--- config.mk ---
export PLATFORM = sky130hd
export DESIGN_NAME = servo_multiturn_unwrap
export DESIGN_NICKNAME = d
export VERILOG_FILES = /design/src/hdl/smtu_pkg.sv /design/src/hdl/servo_multiturn_unwrap.sv
export SDC_FILE = /design/constraint.sdc
export NUM_CORES = 2
export LEC_CHECK = 0
export BUFFER_PORTS_ARGS = -buffer_cell sky130_fd_sc_hd__buf_4
export CORE_ASPECT_RATIO = 0.8
export CORE_MARGIN = 10
export CORE_UTILIZATION = 66
export CTS_CLUSTER_SIZE = 10
export DETAILED_ROUTE_END_ITERATION = 10
export MAX_ROUTING_LAYER = met4
export PLACE_DENSITY = 0.84
export SYNTH_ARGS = -nofsm -noshare
export SYNTH_HDL_FRONTEND = slang
export SYNTH_SLANG_ARGS = --single-unit
--- constraint.sdc ---
create_clock -name clk_i -period 21.3 [get_ports clk_i]
set_input_delay 4.26 -clock clk_i [delete_from_list [all_inputs] [get_ports clk_i]]
set_output_delay 4.26 -clock clk_i [all_outputs]
set_load 0.02 [all_outputs]
--- src/hdl/smtu_pkg.sv ---
// ----------------------------------------------------------------------------
// smtu_pkg
// Shared types and constants of the multi-turn servo position unwrapper.
// ----------------------------------------------------------------------------
package smtu_pkg;

  // Channel and sample geometry
  localparam int unsigned CHANNELS      = 3;
  localparam int unsigned CH_W          = 2;
  localparam int unsigned SERVO_BITS    = 10;
  localparam int unsigned DEADBAND      = 8;
  localparam int unsigned FULL_SCALE    = (1 << SERVO_BITS) - 1;
  localparam int unsigned LIMIT_CHANNEL = 1;

  // Deadband edges on the raw reading
  localparam logic [SERVO_BITS-1:0] DB_LO    = SERVO_BITS'(DEADBAND);
  localparam logic [SERVO_BITS-1:0] DB_HI    = SERVO_BITS'(FULL_SCALE - DEADBAND);
  localparam logic [SERVO_BITS-1:0] BAND_LO  = SERVO_BITS'(2 * DEADBAND);
  localparam logic [SERVO_BITS-1:0] BAND_HI  = SERVO_BITS'(FULL_SCALE - 2 * DEADBAND);
  localparam logic [SERVO_BITS-1:0] POS_FULL = SERVO_BITS'(FULL_SCALE);

  // Datapath widths
  localparam int unsigned WRAP_W     = 8;
  localparam int unsigned UNW_W      = SERVO_BITS + WRAP_W;
  localparam int unsigned SCALE_W    = 32;
  localparam int unsigned ANGLE_W    = 24;
  localparam int unsigned LIMIT_W    = 23;
  localparam int unsigned PROD_W     = UNW_W + SCALE_W;
  localparam int unsigned FRAC_SHIFT = 14;
  localparam int unsigned RND_W      = PROD_W - FRAC_SHIFT;
  localparam int unsigned SUM_W      = RND_W + 1;

  // Reset values
  localparam logic signed [WRAP_W-1:0]  WRAP_RESET  = '1;
  localparam logic signed [SCALE_W-1:0] SCALE_RESET = SCALE_W'(6594646);
  localparam logic [LIMIT_W-1:0]        LIMIT_RESET = LIMIT_W'(163840);

  // Configuration port
  localparam int unsigned CFG_IDX_W  = 3;
  localparam int unsigned CFG_DATA_W = 32;

  typedef enum logic [CFG_IDX_W-1:0] {
    REG_OFFSET_CH0  = 3'd0,
    REG_OFFSET_CH1  = 3'd1,
    REG_OFFSET_CH2  = 3'd2,
    REG_SCALE_CH0   = 3'd3,
    REG_SCALE_CH1   = 3'd4,
    REG_SCALE_CH2   = 3'd5,
    REG_WRIST_LIMIT = 3'd6
  } cfg_reg_e;

  // Stream layout
  localparam int unsigned IN_TDATA_W  = 16;
  localparam int unsigned IN_TUSER_W  = CH_W;
  localparam int unsigned OUT_TDATA_W = 56;
  localparam int unsigned ANGLE_LSB   = 0;
  localparam int unsigned UNW_LSB     = ANGLE_LSB + ANGLE_W;
  localparam int unsigned WRAP_LSB    = UNW_LSB + UNW_W;
  localparam int unsigned ZONE_LSB    = WRAP_LSB + WRAP_W;
  localparam int unsigned HIT_LSB     = ZONE_LSB + 2;
  localparam int unsigned OUT_USED_W  = HIT_LSB + 2;

  typedef enum logic [1:0] {
    ZONE_NONE = 2'd0,
    ZONE_LOW  = 2'd1,
    ZONE_HIGH = 2'd2
  } zone_e;

  typedef enum logic [1:0] {
    HIT_NONE  = 2'd0,
    HIT_BELOW = 2'd1,
    HIT_ABOVE = 2'd2
  } hit_e;

  // One word of the per-channel state memory
  typedef struct packed {
    zone_e                     zone;
    logic signed [WRAP_W-1:0]  wraps;
  } entry_t;

  localparam entry_t ENTRY_RESET = '{zone: ZONE_NONE, wraps: WRAP_RESET};

endpackage

--- src/hdl/servo_multiturn_unwrap.sv ---
// ----------------------------------------------------------------------------
// servo_multiturn_unwrap
// Multi-turn unwrapping of single-turn servo pot readings with wrap hysteresis.
// ----------------------------------------------------------------------------
// Each input transfer carries one 10-bit pot reading and its channel (tuser).
// Per channel a wrap count and a wrap zone live in a three-entry state memory
// (registered read port, per-entry valid bits, so no clearing pass after
// reset). A reading below the low deadband after being near the top counts a
// turn up, one above the high deadband after being near the bottom counts a
// turn down; middle-band readings while a zone is still held are pinned to 0
// or full scale. The result is offset + (pos + 1024*wraps) * scale in Q8.16,
// saturated to 24 bits. On channel 1 an angle beyond +-wrist_limit moves the
// stored wrap count back one turn for later readings. Throughput is one
// transfer per cycle unless the output stalls or a channel 1 reading waits;
// one waits while an earlier channel 1 reading is in stage 1 or 2 or stalled
// in stage 3, as its limit correction is written back from the last stage.
// Readings for channel 3 give an all-zero result and leave the state alone.
// Configuration writes are always ready and must only be issued while idle.
// ----------------------------------------------------------------------------
module servo_multiturn_unwrap
  import smtu_pkg::*;
(
  input  logic                   clk_i,
  input  logic                   rst_ni,
  // input stream
  input  logic                   s_axis_tvalid,
  output logic                   s_axis_tready,
  input  logic [IN_TDATA_W-1:0]  s_axis_tdata,   // [9:0] raw_position, [15:10] zero
  input  logic [IN_TUSER_W-1:0]  s_axis_tuser,   // [1:0] channel
  // result stream
  output logic                   m_axis_tvalid,
  input  logic                   m_axis_tready,
  output logic [OUT_TDATA_W-1:0] m_axis_tdata,   // [23:0] angle, [41:24] unwrapped_count,
                                                  // [49:42] wrap_count_out, [51:50] zone_out,
                                                  // [53:52] limit_hit, [55:54] zero
  // configuration writes
  input  logic                   cfg_valid_i,
  output logic                   cfg_ready_o,
  input  logic [CFG_IDX_W-1:0]   cfg_index_i,
  input  logic [CFG_DATA_W-1:0]  cfg_data_i
);

  // --------------------------------------------------------------------------
  // Configuration registers
  // --------------------------------------------------------------------------
  logic signed [ANGLE_W-1:0] offset_q [CHANNELS];
  logic signed [SCALE_W-1:0] scale_q  [CHANNELS];
  logic        [LIMIT_W-1:0] limit_q;

  assign cfg_ready_o = 1'b1;

  always_ff @(posedge clk_i or negedge rst_ni) begin
    if (!rst_ni) begin
      for (int i = 0; i < CHANNELS; i++) begin
        offset_q[i] <= '0;
        scale_q[i]  <= SCALE_RESET;
      end
      limit_q <= LIMIT_RESET;
    end else if (cfg_valid_i) begin
      unique case (cfg_index_i)
        REG_OFFSET_CH0:  offset_q[0] <= cfg_data_i[ANGLE_W-1:0];
        REG_OFFSET_CH1:  offset_q[1] <= cfg_data_i[ANGLE_W-1:0];
        REG_OFFSET_CH2:  offset_q[2] <= cfg_data_i[ANGLE_W-1:0];
        REG_SCALE_CH0:   scale_q[0]  <= cfg_data_i[SCALE_W-1:0];
        REG_SCALE_CH1:   scale_q[1]  <= cfg_data_i[SCALE_W-1:0];
        REG_SCALE_CH2:   scale_q[2]  <= cfg_data_i[SCALE_W-1:0];
        REG_WRIST_LIMIT: limit_q     <= cfg_data_i[LIMIT_W-1:0];
        default: ;  // index beyond the register list: drop the write
      endcase
    end
  end

  // --------------------------------------------------------------------------
  // Saturating wrap count steps
  // --------------------------------------------------------------------------
  function automatic logic signed [WRAP_W-1:0] wrap_up(logic signed [WRAP_W-1:0] w);
    logic signed [WRAP_W-1:0] max_v;
    max_v = {1'b0, {(WRAP_W-1){1'b1}}};
    return (w == max_v) ? w : w + WRAP_W'(1);
  endfunction

  function automatic logic signed [WRAP_W-1:0] wrap_down(logic signed [WRAP_W-1:0] w);
    logic signed [WRAP_W-1:0] min_v;
    min_v = {1'b1, {(WRAP_W-1){1'b0}}};
    return (w == min_v) ? w : w - WRAP_W'(1);
  endfunction

  // --------------------------------------------------------------------------
  // Pipeline handshake
  // Stage 1: memory data, zone update. Stage 2: multiply. Stage 3: round,
  // offset, saturate, limit check, write back. Then the output register.
  // --------------------------------------------------------------------------
  logic                  s1_v_q, s2_v_q, s3_v_q, m_v_q;
  logic [CH_W-1:0]       s1_ch_q, s2_ch_q, s3_ch_q;
  logic                  s1_ok_q, s2_ok_q, s3_ok_q;
  logic                  out_en, s3_free, s2_free, s1_free;
  logic                  s3_adv, s2_adv, s1_adv;
  logic                  in_accept, in_lock, in_ok;
  logic [CH_W-1:0]       in_ch;

  assign in_ch     = s_axis_tuser;
  assign in_ok     = (in_ch < CH_W'(CHANNELS));

  assign out_en    = !m_v_q || m_axis_tready;
  assign s3_free   = !s3_v_q || out_en;
  assign s3_adv    = s3_v_q && out_en;
  assign s2_free   = !s2_v_q || s3_free;
  assign s2_adv    = s2_v_q && s3_free;
  assign s1_free   = !s1_v_q || s2_free;
  assign s1_adv    = s1_v_q && s2_free;

  // Hold a channel 1 reading back until the previous one leaves stage 3,
  // so its wrap count already carries the limit correction.
  assign in_lock = (in_ch == CH_W'(LIMIT_CHANNEL)) &&
                   ((s1_v_q && s1_ch_q == CH_W'(LIMIT_CHANNEL)) ||
                    (s2_v_q && s2_ch_q == CH_W'(LIMIT_CHANNEL)) ||
                    (s3_v_q && s3_ch_q == CH_W'(LIMIT_CHANNEL) && !out_en));

  assign s_axis_tready = s1_free && !in_lock;
  assign in_accept     = s_axis_tvalid && s_axis_tready;

  always_ff @(posedge clk_i or negedge rst_ni) begin
    if (!rst_ni) begin
      s1_v_q <= 1'b0;
      s2_v_q <= 1'b0;
      s3_v_q <= 1'b0;
      m_v_q  <= 1'b0;
    end else begin
      if (in_accept)   s1_v_q <= 1'b1;
      else if (s1_adv) s1_v_q <= 1'b0;
      if (s1_adv)      s2_v_q <= 1'b1;
      else if (s2_adv) s2_v_q <= 1'b0;
      if (s2_adv)      s3_v_q <= 1'b1;
      else if (s3_adv) s3_v_q <= 1'b0;
      if (s3_adv)      m_v_q  <= 1'b1;
      else if (out_en) m_v_q  <= 1'b0;
    end
  end

  // --------------------------------------------------------------------------
  // State memory: one entry per channel, read at transfer, written from stage 3
  // --------------------------------------------------------------------------
  entry_t          mem_q [CHANNELS];
  logic            mem_vld_q [CHANNELS];
  entry_t          rd_q;
  logic            rd_vld_q;
  logic            wr_en;
  entry_t          wr_data;
  entry_t          w_q;        // last write, forwarded to a read that missed it
  logic [CH_W-1:0] w_ch_q;
  logic            w_v_q;

  always_ff @(posedge clk_i) begin
    if (wr_en) begin
      mem_q[s3_ch_q] <= wr_data;
    end
    if (in_accept && in_ok) begin
      rd_q <= mem_q[in_ch];
    end
  end

  always_ff @(posedge clk_i or negedge rst_ni) begin
    if (!rst_ni) begin
      for (int i = 0; i < CHANNELS; i++) begin
        mem_vld_q[i] <= 1'b0;
      end
      rd_vld_q <= 1'b0;
      w_v_q    <= 1'b0;
    end else begin
      if (wr_en) begin
        mem_vld_q[s3_ch_q] <= 1'b1;
        w_v_q              <= 1'b1;
      end
      if (in_accept) begin
        rd_vld_q <= in_ok && mem_vld_q[in_ch];
      end
    end
  end

  always_ff @(posedge clk_i) begin
    if (wr_en) begin
      w_q    <= wr_data;
      w_ch_q <= s3_ch_q;
    end
  end

  // --------------------------------------------------------------------------
  // Stage 1: pick the freshest state, update zone and wrap count
  // --------------------------------------------------------------------------
  logic [SERVO_BITS-1:0]     s1_pos_q;
  entry_t                    s2_ent_q, s3_ent_q;
  entry_t                    cur;
  zone_e                     zone_d;
  logic signed [WRAP_W-1:0]  wraps_d;
  logic [SERVO_BITS-1:0]     pos_d;

  always_ff @(posedge clk_i) begin
    if (in_accept) begin
      s1_ch_q  <= in_ch;
      s1_ok_q  <= in_ok;
      s1_pos_q <= s_axis_tdata[SERVO_BITS-1:0];
    end
  end

  always_comb begin
    // Newer in-flight entries of the same channel win over the memory read
    if (s2_v_q && s2_ok_q && s2_ch_q == s1_ch_q) begin
      cur = s2_ent_q;
    end else if (s3_v_q && s3_ok_q && s3_ch_q == s1_ch_q) begin
      cur = s3_ent_q;
    end else if (w_v_q && w_ch_q == s1_ch_q) begin
      cur = w_q;
    end else if (rd_vld_q) begin
      cur = rd_q;
    end else begin
      cur = ENTRY_RESET;
    end

    zone_d  = cur.zone;
    wraps_d = cur.wraps;
    pos_d   = s1_pos_q;
    if (s1_pos_q < DB_LO) begin
      if (cur.zone == ZONE_HIGH) wraps_d = wrap_up(cur.wraps);
      zone_d = ZONE_LOW;
    end else if (s1_pos_q > DB_HI) begin
      if (cur.zone == ZONE_LOW) wraps_d = wrap_down(cur.wraps);
      zone_d = ZONE_HIGH;
    end else if (s1_pos_q < BAND_LO || s1_pos_q > BAND_HI) begin
      zone_d = ZONE_NONE;
    end else if (cur.zone != ZONE_NONE) begin
      // still inside a wrap: pin the scratchy middle reading to the rail
      pos_d = (cur.zone == ZONE_HIGH) ? POS_FULL : '0;
    end
  end

  // --------------------------------------------------------------------------
  // Stage 2: unwrapped count times channel scale
  // --------------------------------------------------------------------------
  logic signed [UNW_W-1:0]   s2_unw_q, s3_unw_q;
  logic signed [SCALE_W-1:0] scale_sel;
  logic signed [PROD_W-1:0]  prod_d, s3_prod_q;

  always_ff @(posedge clk_i) begin
    if (s1_adv) begin
      s2_ch_q        <= s1_ch_q;
      s2_ok_q        <= s1_ok_q;
      s2_ent_q.zone  <= zone_d;
      s2_ent_q.wraps <= wraps_d;
      // pos < 2^SERVO_BITS, so pos + 2^SERVO_BITS * wraps is a concatenation
      s2_unw_q       <= {wraps_d, pos_d};
    end
  end

  assign scale_sel = s2_ok_q ? scale_q[s2_ch_q] : '0;
  assign prod_d    = s2_unw_q * scale_sel;

  always_ff @(posedge clk_i) begin
    if (s2_adv) begin
      s3_ch_q   <= s2_ch_q;
      s3_ok_q   <= s2_ok_q;
      s3_ent_q  <= s2_ent_q;
      s3_unw_q  <= s2_unw_q;
      s3_prod_q <= prod_d;
    end
  end

  // --------------------------------------------------------------------------
  // Stage 3: round to Q.16, add offset, saturate, channel 1 limit check
  // --------------------------------------------------------------------------
  logic signed [PROD_W-1:0]  prod_rnd;
  logic signed [RND_W-1:0]   rnd;
  logic signed [ANGLE_W-1:0] offset_sel;
  logic signed [SUM_W-1:0]   sum, lim_pos, lim_neg, ang_max, ang_min;
  logic signed [ANGLE_W-1:0] angle_d;
  hit_e                      hit_d;
  logic signed [WRAP_W-1:0]  wraps_fix;

  assign prod_rnd   = s3_prod_q + PROD_W'(1 << (FRAC_SHIFT - 1));
  assign rnd        = prod_rnd[PROD_W-1:FRAC_SHIFT];
  assign offset_sel = s3_ok_q ? offset_q[s3_ch_q] : '0;
  assign sum        = {rnd[RND_W-1], rnd} +
                      {{(SUM_W-ANGLE_W){offset_sel[ANGLE_W-1]}}, offset_sel};
  assign ang_max    = {{(SUM_W-ANGLE_W+1){1'b0}}, {(ANGLE_W-1){1'b1}}};
  assign ang_min    = {{(SUM_W-ANGLE_W+1){1'b1}}, {(ANGLE_W-1){1'b0}}};
  assign lim_pos    = {{(SUM_W-LIMIT_W){1'b0}}, limit_q};
  assign lim_neg    = -lim_pos;

  always_comb begin
    if (sum > ang_max) begin
      angle_d = ang_max[ANGLE_W-1:0];
    end else if (sum < ang_min) begin
      angle_d = ang_min[ANGLE_W-1:0];
    end else begin
      angle_d = sum[ANGLE_W-1:0];
    end

    hit_d     = HIT_NONE;
    wraps_fix = s3_ent_q.wraps;
    if (s3_ok_q && s3_ch_q == CH_W'(LIMIT_CHANNEL)) begin
      if (sum < lim_neg) begin
        hit_d     = HIT_BELOW;
        wraps_fix = wrap_up(s3_ent_q.wraps);
      end else if (sum > lim_pos) begin
        hit_d     = HIT_ABOVE;
        wraps_fix = wrap_down(s3_ent_q.wraps);
      end
    end
  end

  assign wr_en         = s3_adv && s3_ok_q;
  assign wr_data.zone  = s3_ent_q.zone;
  assign wr_data.wraps = wraps_fix;

  // --------------------------------------------------------------------------
  // Output register
  // --------------------------------------------------------------------------
  logic [OUT_TDATA_W-1:0] m_data_q;

  always_ff @(posedge clk_i) begin
    if (s3_adv) begin
      if (s3_ok_q) begin
        m_data_q <= {(OUT_TDATA_W-OUT_USED_W)'(0), hit_d, s3_ent_q.zone,
                     s3_ent_q.wraps, s3_unw_q, angle_d};
      end else begin
        m_data_q <= '0;
      end
    end
  end

  assign m_axis_tvalid = m_v_q;
  assign m_axis_tdata  = m_data_q;

endmodule

==> impl_metrics.py <==
metrics = {
    "clock_tree": {
        "clock_path_buffers": 3,
        "clk_latency_ns": 0.59,
        "htreeDepth": 2,
        "clk_pin_slew_ns": 0.06,
        "post_cts_resized": 0,
        "cts_tree": "built",
        "postCtsSetupBuffers": 0,
        "numCtsBuffers": 46,
        "cts_num_sinks": 394,
        "cts_root_buf": "clkbuf_16",
        "hold_buffers": 0,
    },
    "run_status": {
        "status": "complete, no violations",
    },
    "detailed_routing": {
        "drt_iter0_drc": 2885,
        "routed_wirelength_mm": 107,
        "wl_per_cell_um": 21.3,
        "dr.pass1.iters": 7,
        "drtAntennaViolNets": 0,
        "via_per_inst": 5.98,
        "num_vias": 30000,
        "drc_errors": 0,
    },
    "setup_path": {
        "cp-end-kind": "flop",
        "worstPathRequired_ns": 21.63,
        "cp.arrival_ns": 10.16,
        "start_kind": "flop",
        "critical_path_class": "flop to flop",
        "crit_fanout": 35,
    },
    "synthesis": {
        "netlist_area_mm2": 0.0409,
        "ys_seq_area_share_pct": 26.5,
        "synth.area.top_cells": "fa_1 27%, edfxtp_1 14%, dfrtp_1 10%, ha_1 6.7%, inv_1 6.2%",
        "synth_top_area_share_pct": 27.0,
        "netlist_instances": 4119,
        "synthDistinctLibCells": 93,
        "async_flop_share_pct": 50.8,
        "yosysWarnings": 0,
        "synth_area_per_cell_um2": 9.94,
        "yosysTopAreaCell": "fa_1",
        "ys.flop_type": "edfxtp_1",
        "ys_ff_latch": 394,
        "synth_edf_count": 194,
    },
    "floorplan": {
        "std_cell_rows": 81,
        "die_y_um": 243,
        "core-area_mm2": 0.0613,
        "die_area_mm2": 0.0724,
        "die_x_um": 298,
        "start_util_pct": 66.8,
        "io_pins": 117,
    },
    "sta": {
        "drv_slew": 0,
        "slew_headroom_pct": 15.4,
        "tns_ns": 0,
        "finClkSkew_ns": 0.0351,
        "rsz0062_at_grt": "no",
        "finalCritPeriodShare_pct": 46.1,
        "finalHoldViolations": 0,
        "finalSetupViolCount": 0,
        "tightest_slew_ns": 1.27,
        "period_minus_slack_ns": 9.83,
        "fmax_mhz": 102,
    },
    "placement": {
        "portBuffers": 107,
        "place_hpwl_mm": 78.1,
        "gp_congestion": 0.939,
    },
    "cells_and_area": {
        "area_growth_pct": 7.26,
        "diodes": 0,
        "nets": 4971,
        "fillCellCount": 4240,
        "final_cell_mix": "677 x inv_1, 553 x fa_1, 506 x nand2_1, 264 x and2_1, 219 x ha_1",
        "drive_gt1_share_pct": 12.0,
        "final_common_cell": "inv_1",
    },
    "grt": {
        "grt_pass1_wl_mm": 172,
        "track_usage_pct": 30.5,
        "grt_overflow": 0,
        "grt_start_max_net_pins": 123,
        "antenna_found_initial": 0,
        "grt_pass1_vias": 31600,
    },
    "run": {
        "drv_cap": 0,
    },
    "min_path": {
        "min_path_type": "flop to flop",
    },
}
-- layer usage --
metal / part of all wire [%] / global-route usage, %
met2: 46 / 47.1
met3: 10 / 6.95
met5: 0 / -
met4: 3.5 / 10.0
met1: 40 / 39.6
-- synth_stat cells (13+ instances only) --
cell type	count
a21o_1	29
a21oi_1	133
a31oi_1	18
and2_1	265
and3_1	38
buf_1	13
buf_2	20
buf_4	15
clkbuf_1	150
dfrtp_1	171
dfstp_2	29
edfxtp_1	194
fa_1	553
ha_1	219
inv_1	678
mux2_2	193
mux2i_1	77
nand2_1	506
nand2b_1	22
nand3_1	49
nand4_1	37
nor2_1	187
nor2b_1	24
nor3_1	45
o211ai_1	33
o21ai_0	99
xnor2_1	104
xor2_1	36
-- critical path, cell delays in order (launching register included) --
cell	delay, ns
edfxtp_1	0.39
buf_4	0.42
nor2b_2	0.23
buf_4	0.42
a21oi_1	0.21
nor2_2	0.92
nand2_1	0.21
fa_1	0.57
inv_1	0.06
fa_1	0.54
fa_1	0.45
fa_1	0.52
fa_1	0.55
inv_1	0.06
fa_1	0.54
inv_1	0.04
ha_1	0.39
and4_1	0.24
a221oi_1	0.33
a2bb2oi_1	0.50
a21oi_1	0.30
a32oi_1	0.32
o21ai_1	0.19
a211oi_1	0.61
o21bai_1	0.22
a21oi_1	0.22
xnor2_1	0.09
-- path summary, 6_finish.rpt --
kind,startpoint,end,slack [ns],depth (start not counted)
worst min-delay path,s1_ok_q$_DFFE_PP_,s2_ok_q$_DFFE_PP_,0.44,0
min in group asynchronous,rst_ni,scale_q[48]$_DFFE_PN0P_,3.82,1
worst max register to register,s2_ch_q[0]$_DFFE_PP_,s3_prod_q[49]$_DFFE_PP_,11.47,26
max in group asynchronous,rst_ni,offset_q[8]$_DFFE_PN0P_,15.96,2
worst min register to register,s1_ok_q$_DFFE_PP_,s2_ok_q$_DFFE_PP_,0.44,0
worst max-delay path,s2_ch_q[0]$_DFFE_PP_,s3_prod_q[49]$_DFFE_PP_,11.47,26
-- registers in the layout, summed over array words and instances (netlist names), 3 cells and up --
| signal | flops |
|---|---|
| s3_ent_q | 10 |
| s3_unw_q | 10 |
| scale_q | 96 |
| limit_q | 23 |
| s3_prod_q | 37 |
| offset_q | 72 |
| s2_ent_q | 10 |
| s1_pos_q | 10 |
| rd_q | 10 |
| mem_vld_q | 3 |
| s2_unw_q | 10 |
| mem_q | 30 |
| w_q | 10 |
| m_axis_tdata | 46 |
-- cells by family after synthesis --
logic type,after synthesis,share of synthesized area [%]
adders and majority gates,772,33.7
buffers and inverters,881,8.32
DFF,394,26.5
xor gates and xnor gates,140,3.00
and+or+nand+nor,1237,14.7
muxes,270,7.19
AOI/OAI and AO/OA,423,6.46
other,2,0.0183
-- area by class of cell --
class | instances | area [µm²] | area share [%]
Timing Repair Buffer | 174 | 1310 | 2.99
Multi-Input combinational cell | 2845 | 26700 | 60.8
Tap cell | 830 | 1040 | 2.37
Inverter | 680 | 2550 | 5.81
Sequential cell | 394 | 10900 | 24.8
Clock inverter | 6 | 148 | 0.336
Clock buffer | 80 | 1280 | 2.91
-- metrics by stage --
step	util [%]	hold WS, ns	cells	setup WS [ns]	instance area (µm²)
floorplan	-	0.400	4120	11.71	40900
global placement	69.3	0.405	4923	11.66	42500
detailed placement	69.3	0.418	4923	11.67	42500
CTS	71.6	0.432	5009	11.67	43900
global route	71.6	0.452	5009	11.10	43900
finish	71.6	0.441	5009	11.47	43900
Power is left out: the tool's default activity adds up to more than one toggle a clock period on the data nets, which glitch-free logic cannot reach.
